File: src/rtl/desp_pkg.sv
// ----------------------------------------------------------------------------
// desp_pkg
// Shared types and constants for the DER signature parser.
// ----------------------------------------------------------------------------
`timescale 1ns / 1ps

package desp_pkg;

  localparam logic [7:0] SEQ_TAG  = 8'h30;
  localparam logic [7:0] INT_TAG  = 8'h02;
  localparam int unsigned LONG_FORM_BIT = 7;  // 0x80 marks a long-form length

  typedef enum logic [1:0] {
    ST_OK        = 2'd0,
    ST_MALFORMED = 2'd1,
    ST_NOT_IMPL  = 2'd2
  } desp_status_t;

  typedef enum logic [1:0] {
    PART_NONE = 2'd0,
    PART_R    = 2'd1,
    PART_S    = 2'd2
  } desp_part_t;

  // One classified input byte as it travels through the queue.
  typedef struct packed {
    logic [7:0] data;
    logic       last;
    logic       is_seq_tag;
    logic       is_int_tag;
    logic       long_form;
  } desp_item_t;

  localparam int unsigned ITEM_W = $bits(desp_item_t);

endpackage

File: src/rtl/der_ecdsa_signature_parser_core.sv
// ----------------------------------------------------------------------------
// der_ecdsa_signature_parser_core
// Short-form DER decoder for a SEQUENCE of two INTEGERs (r, s).
// ----------------------------------------------------------------------------
//
//  channel | dir | handshake              | payload
//  --------+-----+------------------------+---------------------------------
//  in_     | in  | in_tvalid / in_tready  | tdata der_byte, tlast last
//  out_    | out | out_tvalid / out_tready| tdata content/index/status/lens,
//          |     |                        | tuser part, tlast done_res
//
//  One byte per cycle sustained while out_tready is high; an accepted byte
//  passes through the queue register, then the parser output register.
//  Every accepted byte produces exactly one result transfer.
//  rst_n is synchronous, active low; it empties the queue and returns the
//  parser to the sequence-tag phase. No clearing pass is needed.
//  Output stalls fill the queue; in_tready drops only when it is full.
//  Parser state returns to reset values after each final byte.
// ----------------------------------------------------------------------------
`timescale 1ns / 1ps

module der_ecdsa_signature_parser_core import desp_pkg::*; #(
  parameter int unsigned QUEUE_DEPTH = 4
) (
  input  logic        clk,
  input  logic        rst_n,
  input  logic        in_tvalid,
  output logic        in_tready,
  input  logic [7:0]  in_tdata,    // [7:0] der_byte
  input  logic        in_tlast,    // last
  output logic        out_tvalid,
  input  logic        out_tready,
  output logic [31:0] out_tdata,   // [7:0] content_byte, [14:8] byte_index,
                                   // [16:15] status, [23:17] r_length,
                                   // [30:24] s_length, [31] zero
  output logic [1:0]  out_tuser,   // [1:0] part
  output logic        out_tlast    // done_res
);

  desp_item_t q_in_item;
  desp_item_t q_head_item;
  logic       q_push;
  logic       q_full;
  logic       q_pop;
  logic       q_head_valid;

  // Front: classify each byte and transfer it into the queue.
  desp_front u_front (
    .in_tvalid (in_tvalid),
    .in_tready (in_tready),
    .in_tdata  (in_tdata),
    .in_tlast  (in_tlast),
    .q_full    (q_full),
    .q_push    (q_push),
    .q_item    (q_in_item)
  );

  // Queue: decouple input acceptance from output stalls.
  desp_queue #(
    .DEPTH (QUEUE_DEPTH)
  ) u_queue (
    .clk        (clk),
    .rst_n      (rst_n),
    .push       (q_push),
    .push_item  (q_in_item),
    .full       (q_full),
    .pop        (q_pop),
    .head_valid (q_head_valid),
    .head_item  (q_head_item)
  );

  // Back: run the parser and hold each result until transferred.
  desp_back u_back (
    .clk        (clk),
    .rst_n      (rst_n),
    .head_valid (q_head_valid),
    .head_item  (q_head_item),
    .pop        (q_pop),
    .out_tvalid (out_tvalid),
    .out_tready (out_tready),
    .out_tdata  (out_tdata),
    .out_tuser  (out_tuser),
    .out_tlast  (out_tlast)
  );

endmodule

File: src/rtl/desp_front.sv
// ----------------------------------------------------------------------------
// desp_front
// Input side: accept bytes and tag them with their tag and length-form flags.
// ----------------------------------------------------------------------------
`timescale 1ns / 1ps

module desp_front import desp_pkg::*; (
  input  logic       in_tvalid,
  output logic       in_tready,
  input  logic [7:0] in_tdata,    // [7:0] der_byte
  input  logic       in_tlast,    // last
  input  logic       q_full,
  output logic       q_push,
  output desp_item_t q_item
);

  assign in_tready = !q_full;
  assign q_push    = in_tvalid && !q_full;

  always_comb begin
    q_item.data       = in_tdata;
    q_item.last       = in_tlast;
    q_item.is_seq_tag = (in_tdata == SEQ_TAG);
    q_item.is_int_tag = (in_tdata == INT_TAG);
    q_item.long_form  = in_tdata[LONG_FORM_BIT];
  end

endmodule

File: src/rtl/desp_queue.sv
// ----------------------------------------------------------------------------
// desp_queue
// Small register FIFO between the front and back parts.
// ----------------------------------------------------------------------------
`timescale 1ns / 1ps

module desp_queue import desp_pkg::*; #(
  parameter int unsigned DEPTH = 4
) (
  input  logic       clk,
  input  logic       rst_n,
  input  logic       push,
  input  desp_item_t push_item,
  output logic       full,
  input  logic       pop,
  output logic       head_valid,
  output desp_item_t head_item
);

  localparam int unsigned PW = (DEPTH > 1) ? $clog2(DEPTH) : 1;
  localparam int unsigned CW = $clog2(DEPTH + 1);
  localparam logic [PW-1:0] LAST_PTR = PW'(DEPTH - 1);
  localparam logic [CW-1:0] FULL_CNT = CW'(DEPTH);

  desp_item_t    mem_r [DEPTH];
  logic [PW-1:0] wr_ptr_r, wr_ptr_nxt;
  logic [PW-1:0] rd_ptr_r, rd_ptr_nxt;
  logic [CW-1:0] count_r, count_nxt;
  logic          do_push, do_pop;

  assign full       = (count_r == FULL_CNT);
  assign head_valid = (count_r != '0);
  assign head_item  = mem_r[rd_ptr_r];
  assign do_push    = push && !full;
  assign do_pop     = pop && head_valid;

  always_comb begin
    wr_ptr_nxt = wr_ptr_r;
    rd_ptr_nxt = rd_ptr_r;
    count_nxt  = count_r;
    if (do_push) begin
      wr_ptr_nxt = (wr_ptr_r == LAST_PTR) ? '0 : wr_ptr_r + 1'b1;
    end
    if (do_pop) begin
      rd_ptr_nxt = (rd_ptr_r == LAST_PTR) ? '0 : rd_ptr_r + 1'b1;
    end
    if (do_push && !do_pop) begin
      count_nxt = count_r + 1'b1;
    end else if (do_pop && !do_push) begin
      count_nxt = count_r - 1'b1;
    end
  end

  always_ff @(posedge clk) begin
    if (!rst_n) begin
      wr_ptr_r <= '0;
      rd_ptr_r <= '0;
      count_r  <= '0;
    end else begin
      wr_ptr_r <= wr_ptr_nxt;
      rd_ptr_r <= rd_ptr_nxt;
      count_r  <= count_nxt;
    end
  end

  always_ff @(posedge clk) begin
    if (do_push) begin
      mem_r[wr_ptr_r] <= push_item;
    end
  end

  a_count_bound: assert property (@(posedge clk) disable iff (!rst_n)
    count_r <= FULL_CNT)
    else $error("queue count above depth");

  a_pop_moves_ptr: assert property (@(posedge clk) disable iff (!rst_n)
    do_pop |=> rd_ptr_r != $past(rd_ptr_r) || DEPTH == 1)
    else $error("pop did not advance read pointer");

  a_full_blocks: assert property (@(posedge clk) disable iff (!rst_n)
    full && !do_pop |=> count_r == FULL_CNT)
    else $error("count changed while full without a pop");

endmodule

File: src/rtl/desp_back.sv
// ----------------------------------------------------------------------------
// desp_back
// Parser state machine and output register; one byte per cycle unless stalled.
// ----------------------------------------------------------------------------
`timescale 1ns / 1ps

module desp_back import desp_pkg::*; (
  input  logic        clk,
  input  logic        rst_n,
  input  logic        head_valid,
  input  desp_item_t  head_item,
  output logic        pop,
  output logic        out_tvalid,
  input  logic        out_tready,
  output logic [31:0] out_tdata,
  output logic [1:0]  out_tuser,
  output logic        out_tlast
);

  typedef enum logic [3:0] {
    PH_SEQ_TAG = 4'd0,
    PH_SEQ_LEN = 4'd1,
    PH_R_TAG   = 4'd2,
    PH_R_LEN   = 4'd3,
    PH_R_BODY  = 4'd4,
    PH_S_TAG   = 4'd5,
    PH_S_LEN   = 4'd6,
    PH_S_BODY  = 4'd7,
    PH_S_DONE  = 4'd8,
    PH_SKIP    = 4'd9
  } phase_t;

  phase_t       phase_r, phase_nxt;
  logic [6:0]   seq_left_r, seq_left_nxt;
  logic [6:0]   int_left_r, int_left_nxt;
  logic [6:0]   r_size_r, r_size_nxt;
  logic [6:0]   s_size_r, s_size_nxt;
  desp_status_t hdr_err_r, hdr_err_nxt;
  desp_status_t body_err_r, body_err_nxt;
  logic         overrun_r, overrun_nxt;

  logic         out_valid_r, out_valid_nxt;
  logic [7:0]   content_r, content_nxt;
  desp_part_t   part_r, part_nxt;
  logic [6:0]   index_r, index_nxt;
  logic         done_r, done_nxt;
  desp_status_t status_r, status_nxt;
  logic [6:0]   r_len_r, r_len_nxt;
  logic [6:0]   s_len_r, s_len_nxt;

  logic [7:0]   b;

  assign pop = head_valid && (!out_valid_r || out_tready);
  assign b   = head_item.data;

  always_comb begin
    phase_nxt     = phase_r;
    seq_left_nxt  = seq_left_r;
    int_left_nxt  = int_left_r;
    r_size_nxt    = r_size_r;
    s_size_nxt    = s_size_r;
    hdr_err_nxt   = hdr_err_r;
    body_err_nxt  = body_err_r;
    overrun_nxt   = overrun_r;
    out_valid_nxt = out_valid_r && !out_tready;
    content_nxt   = content_r;
    part_nxt      = part_r;
    index_nxt     = index_r;
    done_nxt      = done_r;
    status_nxt    = status_r;
    r_len_nxt     = r_len_r;
    s_len_nxt     = s_len_r;

    if (pop) begin
      out_valid_nxt = 1'b1;
      content_nxt   = '0;
      part_nxt      = PART_NONE;
      index_nxt     = '0;
      done_nxt      = head_item.last;
      status_nxt    = ST_OK;
      r_len_nxt     = '0;
      s_len_nxt     = '0;

      if (phase_r == PH_SEQ_TAG) begin
        if (head_item.is_seq_tag) begin
          phase_nxt = PH_SEQ_LEN;
        end else begin
          hdr_err_nxt = ST_MALFORMED;
          phase_nxt   = PH_SKIP;
        end
      end else if (phase_r == PH_SEQ_LEN) begin
        if (head_item.long_form) begin
          hdr_err_nxt = ST_NOT_IMPL;
          phase_nxt   = PH_SKIP;
        end else begin
          seq_left_nxt = b[6:0];
          phase_nxt    = PH_R_TAG;
        end
      end else if (seq_left_r == '0) begin
        overrun_nxt = 1'b1;
      end else begin
        seq_left_nxt = seq_left_r - 1'b1;
        unique case (phase_r)
          PH_R_TAG, PH_S_TAG: begin
            if (head_item.is_int_tag) begin
              phase_nxt = (phase_r == PH_R_TAG) ? PH_R_LEN : PH_S_LEN;
            end else begin
              body_err_nxt = ST_MALFORMED;
              phase_nxt    = PH_SKIP;
            end
          end
          PH_R_LEN, PH_S_LEN: begin
            if (head_item.long_form) begin
              body_err_nxt = ST_NOT_IMPL;
              phase_nxt    = PH_SKIP;
            end else if (b[6:0] > seq_left_nxt) begin
              body_err_nxt = ST_MALFORMED;
              phase_nxt    = PH_SKIP;
            end else begin
              int_left_nxt = b[6:0];
              if (phase_r == PH_R_LEN) begin
                r_size_nxt = b[6:0];
                phase_nxt  = (b[6:0] != '0) ? PH_R_BODY : PH_S_TAG;
              end else begin
                s_size_nxt = b[6:0];
                phase_nxt  = (b[6:0] != '0) ? PH_S_BODY : PH_S_DONE;
              end
            end
          end
          PH_R_BODY, PH_S_BODY: begin
            part_nxt     = (phase_r == PH_R_BODY) ? PART_R : PART_S;
            index_nxt    = ((phase_r == PH_R_BODY) ? r_size_r : s_size_r) - int_left_r;
            content_nxt  = b;
            int_left_nxt = int_left_r - 1'b1;
            if (int_left_nxt == '0) begin
              phase_nxt = (phase_r == PH_R_BODY) ? PH_S_TAG : PH_S_DONE;
            end
          end
          PH_S_DONE: begin
            body_err_nxt = ST_MALFORMED;
            phase_nxt    = PH_SKIP;
          end
          default: begin
          end
        endcase
      end

      if (head_item.last) begin
        // Final verdict in priority order, then return to reset values.
        if (hdr_err_nxt != ST_OK) begin
          status_nxt = hdr_err_nxt;
        end else if (phase_nxt == PH_SEQ_TAG || phase_nxt == PH_SEQ_LEN) begin
          status_nxt = ST_MALFORMED;
        end else if (overrun_nxt || seq_left_nxt != '0) begin
          status_nxt = ST_MALFORMED;
        end else if (body_err_nxt != ST_OK) begin
          status_nxt = body_err_nxt;
        end else if (phase_nxt != PH_S_DONE) begin
          status_nxt = ST_MALFORMED;
        end else begin
          status_nxt = ST_OK;
          r_len_nxt  = r_size_nxt;
          s_len_nxt  = s_size_nxt;
        end
        phase_nxt    = PH_SEQ_TAG;
        seq_left_nxt = '0;
        int_left_nxt = '0;
        r_size_nxt   = '0;
        s_size_nxt   = '0;
        hdr_err_nxt  = ST_OK;
        body_err_nxt = ST_OK;
        overrun_nxt  = 1'b0;
      end
    end
  end

  always_ff @(posedge clk) begin
    if (!rst_n) begin
      phase_r     <= PH_SEQ_TAG;
      seq_left_r  <= '0;
      int_left_r  <= '0;
      r_size_r    <= '0;
      s_size_r    <= '0;
      hdr_err_r   <= ST_OK;
      body_err_r  <= ST_OK;
      overrun_r   <= 1'b0;
      out_valid_r <= 1'b0;
    end else begin
      phase_r     <= phase_nxt;
      seq_left_r  <= seq_left_nxt;
      int_left_r  <= int_left_nxt;
      r_size_r    <= r_size_nxt;
      s_size_r    <= s_size_nxt;
      hdr_err_r   <= hdr_err_nxt;
      body_err_r  <= body_err_nxt;
      overrun_r   <= overrun_nxt;
      out_valid_r <= out_valid_nxt;
    end
    content_r <= content_nxt;
    part_r    <= part_nxt;
    index_r   <= index_nxt;
    done_r    <= done_nxt;
    status_r  <= status_nxt;
    r_len_r   <= r_len_nxt;
    s_len_r   <= s_len_nxt;
  end

  assign out_tvalid = out_valid_r;
  assign out_tlast  = done_r;
  assign out_tuser  = part_r;
  assign out_tdata  = {1'b0, s_len_r, r_len_r, status_r, index_r, content_r};

  a_status_only_done: assert property (@(posedge clk) disable iff (!rst_n)
    out_valid_r && !done_r |-> status_r == ST_OK)
    else $error("status reported before the final byte");

  a_len_only_ok: assert property (@(posedge clk) disable iff (!rst_n)
    out_valid_r && status_r != ST_OK |-> r_len_r == '0 && s_len_r == '0)
    else $error("lengths reported with an error status");

  a_skip_has_error: assert property (@(posedge clk) disable iff (!rst_n)
    phase_r == PH_SKIP |-> hdr_err_r != ST_OK || body_err_r != ST_OK)
    else $error("skip phase without a latched error");

  a_content_in_body: assert property (@(posedge clk) disable iff (!rst_n)
    pop && part_nxt != PART_NONE |-> phase_r == PH_R_BODY || phase_r == PH_S_BODY)
    else $error("content byte outside an integer body");

endmodule
File: config.mk
export PLATFORM = sky130hd
export DESIGN_NAME = der_ecdsa_signature_parser_core
export DESIGN_NICKNAME = d
export VERILOG_FILES = /design/src/rtl/desp_pkg.sv /design/src/rtl/der_ecdsa_signature_parser_core.sv /design/src/rtl/desp_front.sv /design/src/rtl/desp_queue.sv /design/src/rtl/desp_back.sv
export SDC_FILE = /design/constraint.sdc
export NUM_CORES = 1
export LEC_CHECK = 0
export BUFFER_PORTS_ARGS = -buffer_cell sky130_fd_sc_hd__buf_4
export CAP_MARGIN = 20
export CORE_ASPECT_RATIO = 1.2
export CORE_MARGIN = 2
export CORE_UTILIZATION = 60
export CTS_BUF_LIST = sky130_fd_sc_hd__clkbuf_8
export DETAILED_ROUTE_END_ITERATION = 8
export GPL_TIMING_DRIVEN = 0
export PLACE_DENSITY = 0.84
export SLEW_MARGIN = 15
export SYNTH_ARGS = -nofsm -noshare
export SYNTH_HDL_FRONTEND = slang
export SYNTH_SLANG_ARGS = --single-unit
File: constraint.sdc
create_clock -name clk -period 9.4 [get_ports clk]
set_input_delay 0.47 -clock clk [delete_from_list [all_inputs] [get_ports clk]]
set_output_delay 0.47 -clock clk [all_outputs]
set_load 0.05 [all_outputs]
==> impl_table.tex <==
\begin{tabular}{lr}
\hline
Metric & Value \\
\hline
\multicolumn{2}{l}{\textbf{Status}} \\
Run status & completed \\
\multicolumn{2}{l}{\textbf{Route}} \\
Number of DRC violations after detailed routing & 0 \\
Detailed-route via count & about 5600 \\
Routed Wire Length & 17.7 mm \\
DRC violation total after the first TritonRoute iteration & 512 \\
Vias per std cell & 6.23 \\
WL/cell & 19.8 um \\
First drt pass iteration count & 5 \\
Final ANT Viol Nets & 0 \\
\multicolumn{2}{l}{\textbf{Power and ir drop}} \\
Clock Power Share & 21.5\% \\
PnR Total Power & roughly 2500 uW \\
Worst supply voltage drop on vdd & 0.000206 V \\
Part of the total power dissipated in sequential elements & a little under a third \\
Portion of total power attributed to combinational logic & 48.3\% \\
Power spent charging and discharging nets & 1100 uW \\
Internal cell power & 1430 uW \\
Sw frac & between 40\% and 50\% \\
Areal power density over the cells & 318 mW/mm\^{}2 \\
Static leakage & around 0.003 uW \\
\multicolumn{2}{l}{\textbf{Synthesis}} \\
Dominant synthesized flop cell & edfxtp\_1 \\
Register area share after synthesis & 47.4\% \\
Number of synthesis warnings & 0 \\
Average cell area after synthesis & $\sim$11 sq um \\
Mapped Area & just under 0.007 sq mm \\
Number of different library cells in the post-synthesis netlist & between 80 and 90 \\
Cell count after synthesis & 657 \\
Number of enable-type register cells in the synthesized netlist & 78 \\
Proportion of synthesized flip-flops having asynchronous set or reset & 0\% \\
Syn\_nets & about 700 \\
Register bit count reported by yosys & around 130 \\
\multicolumn{2}{l}{\textbf{Place}} \\
GPL Wtd Cong & 0.955 \\
Detail Placement HPWL & 12.8 mm \\
Worst slack at placement & 4.77 ns \\
Input/output buffers & between 40 and 50 \\
\multicolumn{2}{l}{\textbf{Worst setup path}} \\
Worst stage delay on the critical path & 0.43 ns \\
Critical path, cell by cell & buf\_2 -> buf\_2 -> buf\_2 -> mux2i\_1 -> mux2i\_1 -> buf\_4 -> ha\_1 -> a21oi\_1 -> a21oi\_1 -> o22a\_1 -> o32a\_1 -> a2111oi\_4 -> or3b\_1 -> a41oi\_1 -> o31ai\_1 \\
Crit Path Class & reg2reg \\
Worst path buffer plus inverter count & 4 \\
Cell family contributing the most delay on the critical path & compound AO/OA/AOI/OAI gates \\
Slowest-stage cell, CP & or3b\_1 \\
Worst-path maximum fanout & 10 \\
Required time of the worst setup path & 9.55 ns \\
CP startpoint kind & flip-flop \\
Crit path top cell by count & buf\_2 \\
Critical path arrival & 4.92 ns \\
Setup crit end kind & flip-flop \\
\multicolumn{2}{l}{\textbf{Timing}} \\
Transition time at the pin with the least slew margin & a little under 0.9 ns \\
Final-report hold violation count & 0 \\
Top achievable clock speed & 210 MHz \\
Clk\_skew & 0.00913 ns \\
Worst path setup slack after routing & 4.63 ns \\
RSZ-0062 raised after global routing & false \\
Sum of negative setup slack & 0 ns \\
Period Utilization, post-route & about half \\
Worst rel slew slack & 41.5\% \\
Number of pins with negative max-slew slack in the final report & 0 \\
Tmin final & 4.77 ns \\
Final count of negative-setup-slack endpoints & 0 \\
\multicolumn{2}{l}{\textbf{Clock network}} \\
CTS HTree Levels & 4 \\
Post-CTS Hold Fix Bufs & 0 \\
CTS Root Cell & clkbuf\_8 \\
TritonCTS clock tree & done \\
Worst-Skew Late Latency & 0.43 ns \\
Count of cells resized by post-cts repair & 0 \\
Post-CTS Repair Setup Buffers & 0 \\
\# clock sinks & 125 \\
Clock Pin Slew Worst Setup and Hold Paths & 0.08 ns \\
TritonCTS buffer count & 17 \\
Clock buffer depth & 2 \\
\multicolumn{2}{l}{\textbf{Floorplanning}} \\
Die Height & 122 um \\
Initial cell density of the core & 60.7\% \\
Total Die Area & $\sim$0.012 sq mm \\
Width of the die & 102 um \\
Area of the core & 0.0114 sq mm \\
Num rows & 43 \\
Number of top-level pins & 50 \\
\multicolumn{2}{l}{\textbf{Final layout}} \\
Leading cell types in the layout, fill and taps excluded & edfxtp\_1, nor2\_1, buf\_4 \\
Number of antenna cells inserted & 0 \\
Signed area change from the synthesized netlist to the final layout & 15.3\% \\
Most common cell after layout, fill and taps aside & edfxtp\_1 \\
Number of nets in the layout & 767 \\
Fraction of layout instances using a drive strength above 1 & 17.8\% \\
\multicolumn{2}{l}{\textbf{GRT}} \\
Largest net degree at the start of global routing & 23 \\
Vias in the first global route & 5468 \\
Remaining global-route overflow & 0 \\
GRT Util Overall & between 20 and 30\% \\
Global-route wire length before repair & 27.5 mm \\
Initial antenna violation count & 0 \\
\multicolumn{2}{l}{\textbf{Worst hold path}} \\
Hold crit path type & in2reg \\
\multicolumn{2}{l}{\textbf{Run}} \\
Number of max-cap violations & 0 \\
\hline
\end{tabular}
-- metrics by stage --
step	util, %	area, sq um	hold WS (ns)	std cells
2_1_floorplan	-	6930	0.438	657
3_3_place_gp	65.6	7480	0.457	862
3_5_place_dp	66.0	7520	0.480	865
4_1_cts	70.0	7990	0.211	897
5_1_grt	70.0	7990	0.213	897
6_report	70.0	7990	0.233	897
-- path summary, 6_finish.rpt --
path	from	endpoint	slack, ns	cells past startpoint
worst min-delay path	in_tlast	u_queue.mem_r[0][3]$_DFFE_PP_	0.23	1
worst max register to register	flip-flop	u_back.status_r[1]$_SDFFCE_PN0P_	4.63	15
worst min register to register	u_back.out_tvalid$_SDFF_PN0_	u_back.out_tvalid$_SDFF_PN0_	0.49	2
worst max-delay path	flip-flop	u_back.status_r[1]$_SDFFCE_PN0P_	4.63	15
-- worst reg2reg max path: stages, from the launching register on --
cell,delay [ns]
dfxtp_1,0.32
buf_2,0.24
buf_2,0.31
buf_2,0.30
mux2i_1,0.13
mux2i_1,0.41
buf_4,0.27
ha_1,0.27
a21oi_1,0.16
a21oi_1,0.08
o22a_1,0.36
o32a_1,0.42
a2111oi_4,0.40
or3b_1,0.43
a41oi_1,0.26
o31ai_1,0.13
-- per-layer routing --
metal  vias up  routed length [um]  track usage [%]  share of wire, %
met5         -                   0                0                 0
met4         0                 908             17.5               5.1
met3        71                1080             6.60               6.1
met2       280                9050             50.6                51
met1      2652                6700             33.0                38
li1       2581                   -                -                 -
-- Yosys cell counts (12+ instances only) --
cell type	instances	area, sq um
edfxtp_1	78	2340
nor2_1	55	206
dfxtp_1	47	941
a21oi_1	44	220
nand2_1	41	154
nor2b_1	31	194
o21ai_0	28	140
ha_1	25	313
a22oi_1	22	165
inv_1	21	78.8
mux2i_1	21	210
nor3_1	18	90.1
clkbuf_1	16	60.1
and2_1	15	93.8
a21boi_0	12	90.1
buf_2	12	60.1
xnor2_1	12	105
-- layout make-up --
| cell class | instances | area [sq um] |
|---|---|---|
| Buffer | 36 | 185 |
| Timing Repair Buffer | 51 | 399 |
| Inverter | 21 | 78.8 |
| Fill cell | 875 | 3420 |
| Clock inverter | 14 | 216 |
| Sequential cell | 125 | 3280 |
| Multi-Input combinational cell | 475 | 3380 |
| Clock buffer | 18 | 248 |
| Tap cell | 157 | 196 |
-- power groups by stage --
stage	clock network, uW	registers, uW	logic [uW]
after floorplan	0	1000	621
after global placement	0	778	1150
after detailed placement	0	779	1200
after CTS	549	768	1210
after global routing	571	780	1300
final	545	768	1220
-- sequential cells by signal, summed over array words and instances (netlist names), named ones only --
name               flops
u_back.body_err_r      2
u_back.content_r       8
u_back.hdr_err_r       2
u_back.index_r         7
u_back.int_left_r      7
u_back.out_tlast       1
u_back.out_tuser       2
u_back.out_tvalid      1
u_back.overrun_r       1
u_back.phase_r         4
u_back.r_len_r         7
u_back.r_size_r        7
u_back.s_len_r         7
u_back.s_size_r        7
u_back.seq_left_r      7
u_back.status_r        2
u_queue.count_r        3
u_queue.mem_r         44
u_queue.rd_ptr_r       2
u_queue.wr_ptr_r       2
-- logic make-up (layout without fill, tap and decap cells) --
logic type / count (synthesis) / count (layout) / share of synthesized area (%)
other: 1 / 1 / 0.0541
muxes: 38 / 38 / 7.42
DFF: 125 / 125 / 47.4
AOI/OAI and AO/OA: 162 / 162 / 15.8
adders and majority gates: 28 / 28 / 5.24
xor gates and xnor gates: 14 / 14 / 1.77
buffers and inverters: 57 / 140 / 3.79
and+or+nand+nor: 232 / 232 / 18.6
No activity file was read; power rests on OpenSTA's default activity.
